<file path="src/rtl/core/slwl_pkg.sv">
package slwl_pkg;

  localparam int unsigned TIME_W   = 64;
  localparam int unsigned MAXREQ_W = 9;
  localparam int unsigned OUTCNT_W = 9;
  localparam int unsigned CFG_IDX_W = 1;

  // configuration register indexes
  localparam logic [CFG_IDX_W-1:0] REG_MAX_REQUESTS = 1'b0;
  localparam logic [CFG_IDX_W-1:0] REG_WINDOW_NS    = 1'b1;

  typedef enum logic [1:0] {
    ST_IDLE,
    ST_CHECK,
    ST_DECIDE
  } seq_state_e;

endpackage

</file>
<file path="src/rtl/core/slwl_seq.sv">
module slwl_seq #(
  parameter int unsigned DEPTH = 256,
  parameter int unsigned AW    = 8,
  parameter int unsigned CW    = 9
) (
  input  logic                           clk_i,
  input  logic                           rst_ni,
  input  logic                           in_valid_i,
  output logic                           in_ready_o,
  input  logic [slwl_pkg::TIME_W-1:0]    request_time_i,
  output logic                           out_valid_o,
  input  logic                           out_ready_i,
  output logic                           allowed_o,
  output logic [slwl_pkg::OUTCNT_W-1:0]  window_count_o,
  input  logic [CW-1:0]                  limit_i,
  input  logic [slwl_pkg::TIME_W-1:0]    window_i,
  output logic                           mem_we_o,
  output logic [AW-1:0]                  mem_waddr_o,
  output logic [slwl_pkg::TIME_W-1:0]    mem_wdata_o,
  output logic                           mem_re_o,
  output logic [AW-1:0]                  mem_raddr_o,
  input  logic [slwl_pkg::TIME_W-1:0]    mem_rdata_i,
  output logic [CW-1:0]                  count_o
);

  localparam logic [AW-1:0] LAST_IDX = AW'(DEPTH - 1);

  function automatic logic [AW-1:0] idx_inc(input logic [AW-1:0] idx);
    idx_inc = (idx == LAST_IDX) ? '0 : idx + 1'b1;
  endfunction

  slwl_pkg::seq_state_e state_q, state_d;

  logic [slwl_pkg::TIME_W-1:0]   now_q, now_d;
  logic [AW-1:0]                 head_q, head_d;
  logic [AW-1:0]                 tail_q, tail_d;
  logic [CW-1:0]                 count_q, count_d;
  logic                          out_valid_q, out_valid_d;
  logic                          out_allowed_q, out_allowed_d;
  logic [slwl_pkg::OUTCNT_W-1:0] out_count_q, out_count_d;

  logic [slwl_pkg::TIME_W-1:0] age;
  logic                        expire;
  logic                        out_free;
  logic                        allow;
  logic                        do_decide;

  // shared unit: one wrapping subtract and compare per cycle
  assign age      = now_q - mem_rdata_i;
  assign expire   = age > window_i;
  assign out_free = !out_valid_q || out_ready_i;
  assign allow    = count_q < limit_i;

  always_comb begin
    state_d       = state_q;
    now_d         = now_q;
    head_d        = head_q;
    tail_d        = tail_q;
    count_d       = count_q;
    out_valid_d   = out_valid_q && !out_ready_i;
    out_allowed_d = out_allowed_q;
    out_count_d   = out_count_q;
    mem_re_o      = 1'b0;
    mem_raddr_o   = head_q;
    do_decide     = 1'b0;
    in_ready_o    = 1'b0;

    unique case (state_q)
      slwl_pkg::ST_IDLE: begin
        in_ready_o = 1'b1;
        if (in_valid_i) begin
          now_d = request_time_i;
          if (count_q != '0) begin
            mem_re_o = 1'b1;
            state_d  = slwl_pkg::ST_CHECK;
          end else begin
            state_d = slwl_pkg::ST_DECIDE;
          end
        end
      end
      slwl_pkg::ST_CHECK: begin
        if (expire) begin
          head_d  = idx_inc(head_q);
          count_d = count_q - 1'b1;
          if (count_q == CW'(1)) begin
            state_d = slwl_pkg::ST_DECIDE;
          end else begin
            mem_re_o    = 1'b1;
            mem_raddr_o = idx_inc(head_q);
          end
        end else if (out_free) begin
          do_decide = 1'b1;
        end else begin
          state_d = slwl_pkg::ST_DECIDE;
        end
      end
      slwl_pkg::ST_DECIDE: begin
        do_decide = out_free;
      end
      default: begin
        state_d = slwl_pkg::ST_IDLE;
      end
    endcase

    if (do_decide) begin
      state_d       = slwl_pkg::ST_IDLE;
      out_valid_d   = 1'b1;
      out_allowed_d = allow;
      if (allow) begin
        tail_d  = idx_inc(tail_q);
        count_d = count_q + 1'b1;
      end
      out_count_d = slwl_pkg::OUTCNT_W'(allow ? count_q + 1'b1 : count_q);
    end
  end

  assign mem_we_o    = do_decide && allow;
  assign mem_waddr_o = tail_q;
  assign mem_wdata_o = now_q;

  always_ff @(posedge clk_i or negedge rst_ni) begin
    if (!rst_ni) begin
      state_q     <= slwl_pkg::ST_IDLE;
      head_q      <= '0;
      tail_q      <= '0;
      count_q     <= '0;
      out_valid_q <= 1'b0;
    end else begin
      state_q     <= state_d;
      head_q      <= head_d;
      tail_q      <= tail_d;
      count_q     <= count_d;
      out_valid_q <= out_valid_d;
    end
  end

  always_ff @(posedge clk_i) begin
    now_q         <= now_d;
    out_allowed_q <= out_allowed_d;
    out_count_q   <= out_count_d;
  end

  assign out_valid_o    = out_valid_q;
  assign allowed_o      = out_allowed_q;
  assign window_count_o = out_count_q;
  assign count_o        = count_q;

endmodule

</file>
<file path="config.mk">
export PLATFORM = sky130hd
export DESIGN_NAME = slwl_seq
export DESIGN_NICKNAME = d
export VERILOG_FILES = /design/src/rtl/core/slwl_pkg.sv /design/src/rtl/core/slwl_seq.sv
export SDC_FILE = /design/constraint.sdc
export NUM_CORES = 1
export LEC_CHECK = 0
export ABC_AREA = 1
export BUFFER_PORTS_ARGS = -buffer_cell sky130_fd_sc_hd__buf_2
export CAP_MARGIN = 20
export CORE_UTILIZATION = 49
export CTS_CLUSTER_SIZE = 20
export DETAILED_ROUTE_END_ITERATION = 12
export PLACE_DENSITY_LB_ADDON = 0.08
export SLEW_MARGIN = 20
export SYNTH_ARGS = -nofsm -noshare
export SYNTH_HDL_FRONTEND = slang
export SYNTH_SLANG_ARGS = --single-unit
</file>
<file path="constraint.sdc">
create_clock -name clk_i -period 3.7 [get_ports clk_i]
set_input_delay 0 -clock clk_i [delete_from_list [all_inputs] [get_ports clk_i]]
set_output_delay 0 -clock clk_i [all_outputs]
set_load 0.05 [all_outputs]
</file>
# Word-level counts from Yosys, hierarchy flattened
# Index checks and enable logic that the tools add are counted.
# word_totals
register_bits	102
output_inout_bits	103
wordCells	62
# classes
addsub	5
magnitude_cmp	2
eq_ne	9
mux	27
n_reduce_logical	11
# op_table
operator	count
64-bit greater-than comparator	1
64-bit subtractor	1
9-bit two-way mux	5
8-bit two-way mux	5
8-bit by 1-bit adder with 8-bit output (second input constant)	2
8-bit equality test (second input constant)	2
2-bit two-way mux	6
9-bit by 1-bit adder with 9-bit output (second input constant)	1
9-bit by 1-bit equality test with 1-bit output (second input constant)	1
9-bit less-than comparator	1
9-bit nonzero test	1
9-bit by 1-bit subtractor with 9-bit output (second input constant)	1
1-bit two-way mux	8
4-bit inequality test (second input constant)	2
2-bit case mux with 3 select lines	1
2-bit AND reduction	3
1-bit case mux with 2 select lines	2
4-bit AND reduction	1
3-bit inequality test (second input constant)	1
2-bit by 1-bit equality test with 1-bit output (second input constant)	1
2-bit equality test (second input constant)	1
1-bit logical AND	2
1-bit logical NOT	2
2-bit logical NOT	1
other kinds (2)	2

# Longest topological paths before layout
# Gate-level depths: netlist of the first run.
# logic_depth
word_depth	7
mapped_depth	34

# Worst setup path before layout of the first run
# No wires, ideal clock.
# synth_timing
path_type	register to output
from	register now_q (netlist bit mem_wdata_o[0])
to	output port mem_raddr_o[0]
t_arrival_ps	4887
t_required_ps	3700
setup_slack_ps	-1187
stages_incl_launch_ff	28
path_buffers	1
cell_sequence	edfxtp_1 -> inv_1 -> ha_1 -> inv_1 -> fa_1 -> nand3_1 -> nand2_1 -> nand2_1 -> nand2_1 -> a21oi_2 -> o21ai_2 -> a21oi_1 -> inv_1 -> nand2_1 -> nand2_1 -> nand2_1 -> nand2_1 -> xor2_1 -> ha_1 -> nand4_1 -> nor2_2 -> nand3b_1 -> nor3_4 -> nand4_4 -> nand3_1 -> nor2_2 -> buf_4 -> o21ai_0
# synth_via
elab_chain_cells	4
# synth_rtl
element	line	text
start, declared	slwl_seq.sv:34	logic [slwl_pkg::TIME_W-1:0] now_q, now_d;
start signal, assigned	slwl_seq.sv:138	now_q <= now_d;
64-bit subtractor	slwl_seq.sv:49	assign age = now_q - mem_rdata_i;
64-bit greater-than comparator	slwl_seq.sv:50	assign expire = age > window_i;
8-bit two-way mux	slwl_seq.sv:82	if (expire) begin
8-bit two-way mux	slwl_seq.sv:68	unique case (state_q)
end, declared	slwl_seq.sv:21	output logic [AW-1:0] mem_raddr_o,
# Every way passes these cells.

# Final worst setup path of the first run
# layout_timing
from	register now_q (netlist bit mem_wdata_o[0])
to	output port mem_we_o
# layout_via
elab_chain_cells	5
# layout_rtl
element	line	text
64-bit subtractor	slwl_seq.sv:49	
64-bit greater-than comparator	slwl_seq.sv:50	
1-bit two-way mux	slwl_seq.sv:82	
1-bit case mux with 2 select lines	slwl_seq.sv:68	
1-bit logical AND	slwl_seq.sv:117	assign mem_we_o = do_decide && allow;
end, declared	slwl_seq.sv:17	output logic mem_we_o,
# Every way passes these cells.

==> results of run 1 <==
[report_power, final]
group / switching [mW] / total, mW / internal [mW]
combinational: 4.10 / 6.82 / 2.72
sequential: 0.291 / 1.89 / 1.60
clock: 0.530 / 1.00 / 0.475
[cell usage after synthesis, types with 4 or more instances]
| cell type | count |
|---|---|
| nor3_1 | 25 |
| xnor2_1 | 32 |
| ha_1 | 143 |
| o21bai_1 | 8 |
| xor2_1 | 46 |
| o21ai_2 | 8 |
| o21a_1 | 8 |
| nand2_1 | 278 |
| nand3_1 | 51 |
| nand4_1 | 13 |
| a21oi_2 | 8 |
| nand2_4 | 4 |
| nor2_2 | 7 |
| nor2_1 | 150 |
| o21ai_0 | 94 |
| a21oi_1 | 133 |
| a31oi_1 | 11 |
| o21ai_1 | 6 |
| edfxtp_1 | 74 |
| dfrtp_1 | 28 |
| inv_1 | 291 |
[critical path: cells and delay by family, from the launching register on]
kind | cells | cell delay [ns]
AND/OR/NAND/NOR | 13 | 1.44
adder cells (fa/ha/maj) | 3 | 0.79
buffers and inverters | 8 | 0.76
AO/OA/AOI/OAI | 4 | 0.71
flip-flops | 1 | 0.40
XOR/XNOR | 1 | 0.15
[area by class of cell]
cell class	instances	area share
Multi-Input combinational cell	1064	0.428
Timing Repair Buffer	659	0.282
Sequential cell	102	0.180
Inverter	294	0.0694
Tap cell	275	0.0212
Clock buffer	9	0.0139
Clock inverter	7	0.00401
Timing Repair inverter	1	0.000694
Antenna cell	3	0.000462
[sequential cells by signal, indices dropped and copies added (netlist names)]
| register | count |
|---|---|
| out_valid_o | 1 |
| count_o | 9 |
| allowed_o | 1 |
| state_q | 2 |
| mem_wdata_o | 64 |
| window_count_o | 9 |
| mem_waddr_o | 8 |
| head_q | 8 |
[per-layer routing]
metal / part of all wire / wire length, um / up-vias / track usage
met2: 0.49 / 17600 / 432 / 0.565
met4: 0.037 / 1360 / 0 / 0.142
li1: - / - / 6147 / -
met3: 0.070 / 2550 / 91 / 0.0596
met1: 0.41 / 14700 / 5544 / 0.381
met5: 0 / 0 / - / 0
[cell families (layout without fill, tap and decap cells)]
family	after synthesis	after routing	synth area share
buffers and inverters	303	970	0.110
XOR/XNOR	78	78	0.0647
adder cells (fa/ha/maj)	144	144	0.171
AO/OA/AOI/OAI	294	294	0.155
other	0	3	0
AND/OR/NAND/NOR	547	548	0.222
flip-flops	102	102	0.277
[repair_timing]
action,in CTS,in global routing
endpoints found under the setup margin,48,48
resized for setup,96,42
gates cloned,3,0
setup buffers,20,6
hold endpoints to repair,93,0
pin swaps,29,35
hold buffers,66,0
[path summary, 6_finish.rpt]
kind                                     start             end  slack, ns
worst min-delay path                in_valid_i      state_q[1]       0.18
worst max-delay path            mem_wdata_o[0]        mem_we_o      -0.93
min in group asynchronous               rst_ni  mem_waddr_o[3]       0.20
max in group asynchronous               rst_ni       head_q[2]       3.06
worst min register to register  mem_waddr_o[1]  mem_waddr_o[1]       0.55
worst max register to register  mem_wdata_o[0]      count_o[7]      -0.92
==> impl_metrics.json, run 1 <==
{
  "cts_tree": "built",
  "postRouteAntennaNets": 0,
  "mostFrequentLayoutCells": "buf_2 (297), inv_1 (286), buf_4 (263)",
  "routed_wl_um": 36200,
  "slew_viol_final": 0,
  "fin_util": 0.770,
  "fin_area_mm2": 0.0162,
  "syn_area_mm2": 0.0106,
  "rsz0062_at_grt": "true",
  "max_slew_margin": 0.491,
  "total_power_mw": 9.72,
  "drc": 0,
  "fin_setup_tns_ns": -37.08,
  "ys_ff_latch": 102,
  "drive_gt1_frac": 0.340,
  "cts-root-buf": "clkbuf_16",
  "yosysUniqueCellTypes": 52,
  "synth_area_leaders": "edfxtp_1 (21%), ha_1 (17%), inv_1 (10%), nand2_1 (9.9%), dfrtp_1 (6.6%)",
  "grt_pass1_wl_um": 56200,
  "grt_remaining_overflow": 0,
  "dr.pass1.iters": 6,
  "worst_ep_required_time_ns": 3.70,
  "clk_latency_ns": 0.37,
  "worst_pin_slew_ns": 0.762,
  "post-route-period-util": 1.25,
  "power_density_mw_per_mm2": 599,
  "async_reset_ff_frac": 0.275,
  "postPlaceCellArea_mm2": 0.0146,
  "htreeDepth": 3,
  "ys_warn_count": 0,
  "violations": "setup timing",
  "synth_nets": 1817,
  "nFillCells": 1674,
  "drv_cap": 0,
  "ys_seq_area_frac": 0.277,
  "die_w_um": 149,
  "cp_data_arrival_time_ns": 4.63,
  "p_leak_nw": 8.44,
  "hold_class": "primary input to flip-flop",
  "cp_max_fo": 3,
  "critPathSlowestCell": "edfxtp_1",
  "die_area_mm2": 0.0221,
  "end_kind": "output pin",
  "fmax_mhz": 216,
  "routabilityCongestion": 0.983,
  "yosysTopAreaCell": "edfxtp_1",
  "pin_count": 308,
  "crit_top_cell": "nand2_4",
  "multi_input_comb_area_mm2": 0.00695,
  "grt_max_degree": 35,
  "syn_to_final_growth_pct": 53.7,
  "grt_use_total": 0.321,
  "ir_drop_uv": 846,
  "synth_flop_cell": "edfxtp_1",
  "outcome": "complete, but fails checks",
  "setup_viol": 48,
  "post-route-min-period_ns": 4.63,
  "final_common_cell": "buf_2",
  "avgSynthCellArea_um2": 7.20,
  "core_area_mm2": 0.0211,
  "netlist.area_leader.share": 0.210,
  "setup_slack_ns": -0.935,
  "cp_slowest_stage_delay_ns": 0.40,
  "seq_area_mm2": 0.00292,
  "dp_hpwl_um": 28500,
  "numClockSinks": 102,
  "numPortBuffers": 307,
  "fin_skew_ns": 0.0123,
  "start_kind": "flip-flop",
  "hold-worst-slack_ns": 0.181,
  "hold_viol": 0,
  "post_drt_wl_per_cell_um": 15.0,
  "grt_pass1_vias": 12100,
  "vias_per_cell": 5.06,
  "drtIter0Drc": 624,
  "holdPathStages": 7,
  "start_util": 0.501,
  "reg2regPathDepth": 31,
  "dp.cells": 2302,
  "clock_path_buffers": 2,
  "final_cell_count_no_fill": 2414,
  "num_vias": 12200,
  "crit_type": "flip-flop to output pin",
  "antenna_found_initial": 3,
  "pre_cts_ws_ns": -0.820,
  "netlist_instances": 1468,
  "cts_inserted_buffers": 9,
  "num_rows": 53,
  "final_nets": 2480,
  "synth_edf_count": 74,
  "die_h_um": 149,
  "clk_pin_slew_worst_paths_ns": 0.08
}
No activity file was read; power rests on OpenSTA's default activity.
==> inputs of run 2 (changes only) <==
--- a/config.mk
+++ b/config.mk
@@ -7,7 +7,7 @@
 export LEC_CHECK = 0
 export ABC_AREA = 1
-export BUFFER_PORTS_ARGS = -buffer_cell sky130_fd_sc_hd__buf_2
+export BUFFER_PORTS_ARGS = -buffer_cell sky130_fd_sc_hd__buf_4
 export CAP_MARGIN = 20
-export CORE_UTILIZATION = 49
+export CORE_UTILIZATION = 40
 export CTS_CLUSTER_SIZE = 20
 export DETAILED_ROUTE_END_ITERATION = 12
==> constraint.sdc (replaced) <==
create_clock -name clk_i -period 3.7 [get_ports clk_i]
set_input_delay 0.74 -clock clk_i [delete_from_list [all_inputs] [get_ports clk_i]]
set_output_delay 0.74 -clock clk_i [all_outputs]
set_load 0.05 [all_outputs]
==> impl_metrics.json, run 2 (synthesized netlist as in run 1, its figures left out) <==
{
  "fmax_mhz": 191,
  "max_slew_margin": 0.463,
  "drtIter0Drc": 610,
  "worst_pin_slew_ns": 0.804,
  "final_cell_count_no_fill": 2454,
  "cp_max_fo": 10,
  "hold_viol": 0,
  "start_kind": "primary input",
  "crit_end": "mem_raddr_o[3]",
  "core_area_mm2": 0.0260,
  "clock_path_buffers": 2,
  "cts_hold_buf": 0,
  "path_delay_family": "simple AND/OR/NAND/NOR gates",
  "drive_gt1_frac": 0.373,
  "mostFrequentLayoutCells": "buf_4 (619), inv_1 (284), nand2_1 (253)",
  "outcome": "complete, but fails checks",
  "pre_cts_ws_ns": -1.75,
  "drv_cap": 0,
  "cp_data_arrival_time_ns": 4.51,
  "rr_endpoint": "count_o[7]",
  "grt_pass1_vias": 11600,
  "rsz0062_at_grt": "true",
  "routabilityCongestion": 0.962,
  "crit_type": "primary input to output pin",
  "setup_slack_ns": -1.55,
  "post-route-min-period_ns": 5.25,
  "ir_drop_uv": 627,
  "power_density_mw_per_mm2": 599,
  "worst_ep_required_time_ns": 2.96,
  "final_nets": 2463,
  "crit_start": "mem_rdata_i[15]",
  "clk_latency_ns": 0.38,
  "slew_viol_final": 0,
  "pin_count": 308,
  "nFillCells": 2421,
  "crit_top_cell": "nand2_1",
  "reg2regPathDepth": 29,
  "grt_use_total": 0.268,
  "post-route-period-util": 1.42,
  "setup_viol": 48,
  "antennaDiodeCount": 0,
  "num_rows": 59,
  "grt_pass1_wl_um": 56500,
  "routed_wl_um": 36600,
  "p_leak_nw": 8.66,
  "end_kind": "output pin",
  "cp_num_cells": 28,
  "post_drt_wl_per_cell_um": 14.9,
  "numPortBuffers": 307,
  "clk_pin_slew_worst_paths_ns": 0.10,
  "drc": 0,
  "fin_setup_tns_ns": -38.85,
  "dr.pass1.iters": 5,
  "grt_remaining_overflow": 0,
  "worstReg2RegStart": "mem_wdata_o[0]",
  "regToRegSetupSlack_ns": -0.75,
  "htreeDepth": 3,
  "seq_area_mm2": 0.00292,
  "cts-root-buf": "clkbuf_16",
  "cp_slowest_stage_delay_ns": 0.30,
  "fin_skew_ns": 0.0176,
  "cp_num_buf_inv": 7,
  "final_common_cell": "buf_4",
  "cts_tree": "built",
  "syn_to_final_growth_pct": 58.9,
  "hold_class": "primary input to async pin",
  "violations": "setup timing",
  "vias_per_cell": 4.83,
  "multi_input_comb_area_mm2": 0.00698,
  "dp_hpwl_um": 30600,
  "grt_max_degree": 35,
  "largest_register_ffs": 64,
  "critPathSlowestCell": "ha_1",
  "cts_inserted_buffers": 9,
  "num_vias": 11900,
  "die_w_um": 165,
  "antenna_found_initial": 0,
  "start_util": 0.406,
  "postRouteAntennaNets": 0,
  "dp.cells": 2416,
  "hold-worst-slack_ns": 0.271,
  "die_area_mm2": 0.0271,
  "numClockSinks": 102,
  "die_h_um": 165
}
[run 2: cell types whose count changed in the layout (fill, tap and decap cells not counted), sizes merged]
cell,previous run,this run
dlygate4sd3,66,0
buf,593,642
diode,3,0
clkbuf,9,10
clkinv,5,4
inv,297,298
nor2,158,157
[run 2: how the worst min path moves through the flow]
| stage | from | cells after the start | slack, ns | end |
|---|---|---|---|---|
| 2_1_floorplan | rst_ni | 0 | 0.44 | count_o[0] |
| 3_3_place_gp | state_q[1] | 2 | 0.49 | state_q[1] |
| 3_5_place_dp | state_q[1] | 2 | 0.49 | state_q[1] |
| 4_1_cts | rst_ni | 1 | 0.28 | mem_waddr_o[7] |
| 5_1_grt | rst_ni | 1 | 0.29 | mem_waddr_o[7] |
| 6_report | rst_ni | 1 | 0.27 | mem_waddr_o[7] |
[run 2: repair_timing]
item	CTS	global route
gates cloned	2	1
gates resized for setup	84	22
buffers inserted	15	7
pin swaps	18	11
hold endpoints to repair	0	0
endpoints found under the setup margin	48	48
[run 2: power by group]
part / leakage, nW / internal [mW] / switching, mW
Sequential: 1.05 / 1.60 / 0.253
Combinational: 7.46 / 2.99 / 4.12
Clock: 0.156 / 0.498 / 0.583
Total: 8.66 / 5.09 / 4.96
[run 2: routing by layer]
metal | wire, um | vias up | part of all wire | GRT usage
met5 | 0 | - | 0 | 0
met4 | 745 | 0 | 0.020 | 0.0701
met3 | 2380 | 47 | 0.065 | 0.0542
met2 | 17900 | 306 | 0.49 | 0.476
met1 | 15600 | 5407 | 0.43 | 0.328
li1 | - | 6103 | - | -
[run 2: area by class of cell]
cell class / instances / share of cell area
Multi-Input combinational cell: 1063 / 0.416
Timing Repair Buffer: 643 / 0.298
Sequential cell: 102 / 0.174
Inverter: 294 / 0.0668
Tap cell: 335 / 0.0250
Clock buffer: 9 / 0.0134
Clock inverter: 7 / 0.00574
Timing Repair inverter: 1 / 0.000671
[run 2: worst reg2reg max path: cells and delay by family (launching register included)]
kind / cells / cell delay [ns]
AO/OA/AOI/OAI: 4 / 0.76
XOR/XNOR: 1 / 0.07
adder cells (fa/ha/maj): 3 / 0.74
buffers and inverters: 9 / 1.02
flip-flops: 1 / 0.41
AND/OR/NAND/NOR: 12 / 1.38
[run 2: through the flow]
stage               cell area (um^2)  utilization  total power, mW
finish                         16800        0.646             10.1
global route                   16800        0.646             10.8
CTS                            16700        0.641             9.98
detailed placement             15900        0.612             8.52
global placement               15900        0.612             8.42
floorplan                      10800            -             5.92
==> inputs of run 3 (changes only) <==
Settings changed: PLACE_DENSITY set to 0.67, PLACE_DENSITY_LB_ADDON 0.08 to unset.
==> impl_metrics.json, run 3 (synthesized netlist as in run 1, its figures left out) <==
{
  "p_leak_nw": 8.75,
  "cts_tree": "built",
  "ir_drop_uv": 662,
  "post_drt_wl_per_cell_um": 15.6,
  "p_sw_mw": 5.08,
  "drv_cap": 0,
  "max_slew_margin": 0.498,
  "dp.cells": 2395,
  "clk_pin_slew_worst_paths_ns": 0.08,
  "grt_pass1_wl_um": 57500,
  "routed_wl_um": 38300,
  "num_rows": 59,
  "numClockSinks": 102,
  "dr.pass1.iters": 7,
  "hold_class": "primary input to async pin",
  "clock_path_buffers": 2,
  "antenna_found_initial": 0,
  "busiest_layer": "met2",
  "routabilityCongestion": 0.992,
  "seq_power_share": 0.182,
  "grt_max_degree": 37,
  "cp_max_fo": 7,
  "fin_skew_ns": 0.0127,
  "drive_gt1_frac": 0.405,
  "hold-worst-slack_ns": 0.295,
  "grt_remaining_overflow": 0,
  "grt_pass1_vias": 11700,
  "cp_num_buf_inv": 6,
  "grtUsageMet1": 0.337,
  "num_vias": 12200,
  "start_kind": "flip-flop",
  "pwr-share-clk": 0.098,
  "cp_data_arrival_time_ns": 4.58,
  "grt_use_total": 0.271,
  "path_delay_family": "compound AO/OA/AOI/OAI gates",
  "start_util": 0.406,
  "numPortBuffers": 307,
  "end_kind": "output pin",
  "htreeDepth": 3,
  "cts-root-buf": "clkbuf_16",
  "slew_viol_final": 0,
  "final_nets": 2458,
  "postPlaceCellArea_mm2": 0.0157,
  "die_area_mm2": 0.0271,
  "setup_slack_ns": -1.62,
  "power_density_mw_per_mm2": 596,
  "p_int_mw": 5.15,
  "critPathSlowestCell": "edfxtp_1",
  "vias_per_cell": 5.00,
  "fin_area_mm2": 0.0172,
  "crit_type": "flip-flop to output pin",
  "dp_hpwl_um": 31000,
  "pin_count": 308,
  "drc": 0,
  "violations": "setup timing",
  "post-route-period-util": 1.44,
  "use_met3": 0.0462,
  "nFillCells": 2231,
  "antennaDiodeCount": 0,
  "outcome": "complete, but fails checks",
  "largest_register_ffs": 64,
  "hold_viol": 0,
  "die_w_um": 165,
  "cts_inserted_buffers": 9,
  "syn_to_final_growth_pct": 62.7,
  "postRouteAntennaNets": 0,
  "met2_usage": 0.469,
  "post-route-min-period_ns": 5.32,
  "switching_share": 0.497,
  "mostFrequentLayoutCells": "buf_4 (602), inv_1 (283), nand2_1 (238)",
  "clk_latency_ns": 0.37,
  "drtIter0Drc": 718,
  "combinationalPowerShare": 0.720,
  "core_area_mm2": 0.0260,
  "cp_slowest_stage_delay_ns": 0.45,
  "setup_viol": 48,
  "seq_area_mm2": 0.00292,
  "final_cell_count_no_fill": 2449,
  "crit_chain": "ha_1 > a21oi_1 > o21ai_0 > a21oi_1 > inv_1 > a21oi_1 > o21ai_2 > a21oi_1 > buf_4 > buf_4 > xnor2_1 > ha_1 > nand2_1 > nor2_4 > nand4_4 > nor3_4 > buf_6 > nand4_4 > nand3_4 > nor2_4 > buf_12 > o21ai_4 > buf_6",
  "rsz0062_at_grt": "true",
  "worst_pin_slew_ns": 0.753,
  "multi_input_comb_area_mm2": 0.00738,
  "crit_top_cell": "a21oi_1",
  "fmax_mhz": 188,
  "worst_ep_required_time_ns": 2.96,
  "die_h_um": 165,
  "final_common_cell": "buf_4"
}
## run 3: area by class of cell
cell class                 instances  area share
timing repair buffer             638       0.293
sequential                       102       0.170
inverter                         294      0.0658
tap                              335      0.0244
clock buffer                      10      0.0139
timing repair inverter             1    0.000655
multi-input combinational       1063       0.429
clock inverter                     6     0.00306
## run 3: final timing paths
path	endpoint	cells past startpoint	slack, ns	from
min	head_q[1]	1	0.29	rst_ni
min in group clk_i	state_q[1]	2	0.53	state_q[1]
min reg2reg	state_q[1]	2	0.53	state_q[1]
max	mem_raddr_o[7]	23	-1.62	mem_wdata_o[32]
max reg2reg	count_o[5]	34	-1.53	mem_wdata_o[32]
max in group asynchronous	count_o[8]	1	3.11	rst_ni
## run 3: what timing repair did
action,CTS,global route
gates cloned,1,4
endpoints found under the setup margin,48,48
pin swaps,29,12
endpoints found under the hold margin,0,0
hold buffers,0,0
gates resized for setup,104,117
setup buffers,16,20
## run 3: layer usage
| layer | part of all wire | vias up |
|---|---|---|
| met2 | 0.48 | 441 |
| met4 | 0.033 | 0 |
| met5 | 0 | - |
| li1 | - | 6090 |
| met1 | 0.41 | 5633 |
| met3 | 0.069 | 82 |
## run 3: metrics by stage
| step | setup WS [ns] | power, mW | utilization | setup TNS, ns |
|---|---|---|---|---|
| after floorplan | -1.15 | 5.92 | - | -25.56 |
| after CTS | -1.53 | 9.80 | 0.636 | -36.04 |
| after global routing | -1.82 | 10.9 | 0.661 | -63.48 |
| final | -1.62 | 10.2 | 0.661 | -54.52 |
| after global placement | -1.77 | 8.33 | 0.605 | -57.54 |
| after detailed placement | -1.88 | 8.42 | 0.605 | -61.32 |
## run 3: power by group through the flow
stage | clock (mW) | combinational (mW) | sequential [mW]
floorplan | 0 | 3.33 | 2.60
global placement | 0 | 6.46 | 1.87
detailed placement | 0 | 6.55 | 1.87
CTS | 1.01 | 6.93 | 1.85
global route | 1.05 | 7.97 | 1.90
finish | 1.00 | 7.37 | 1.86
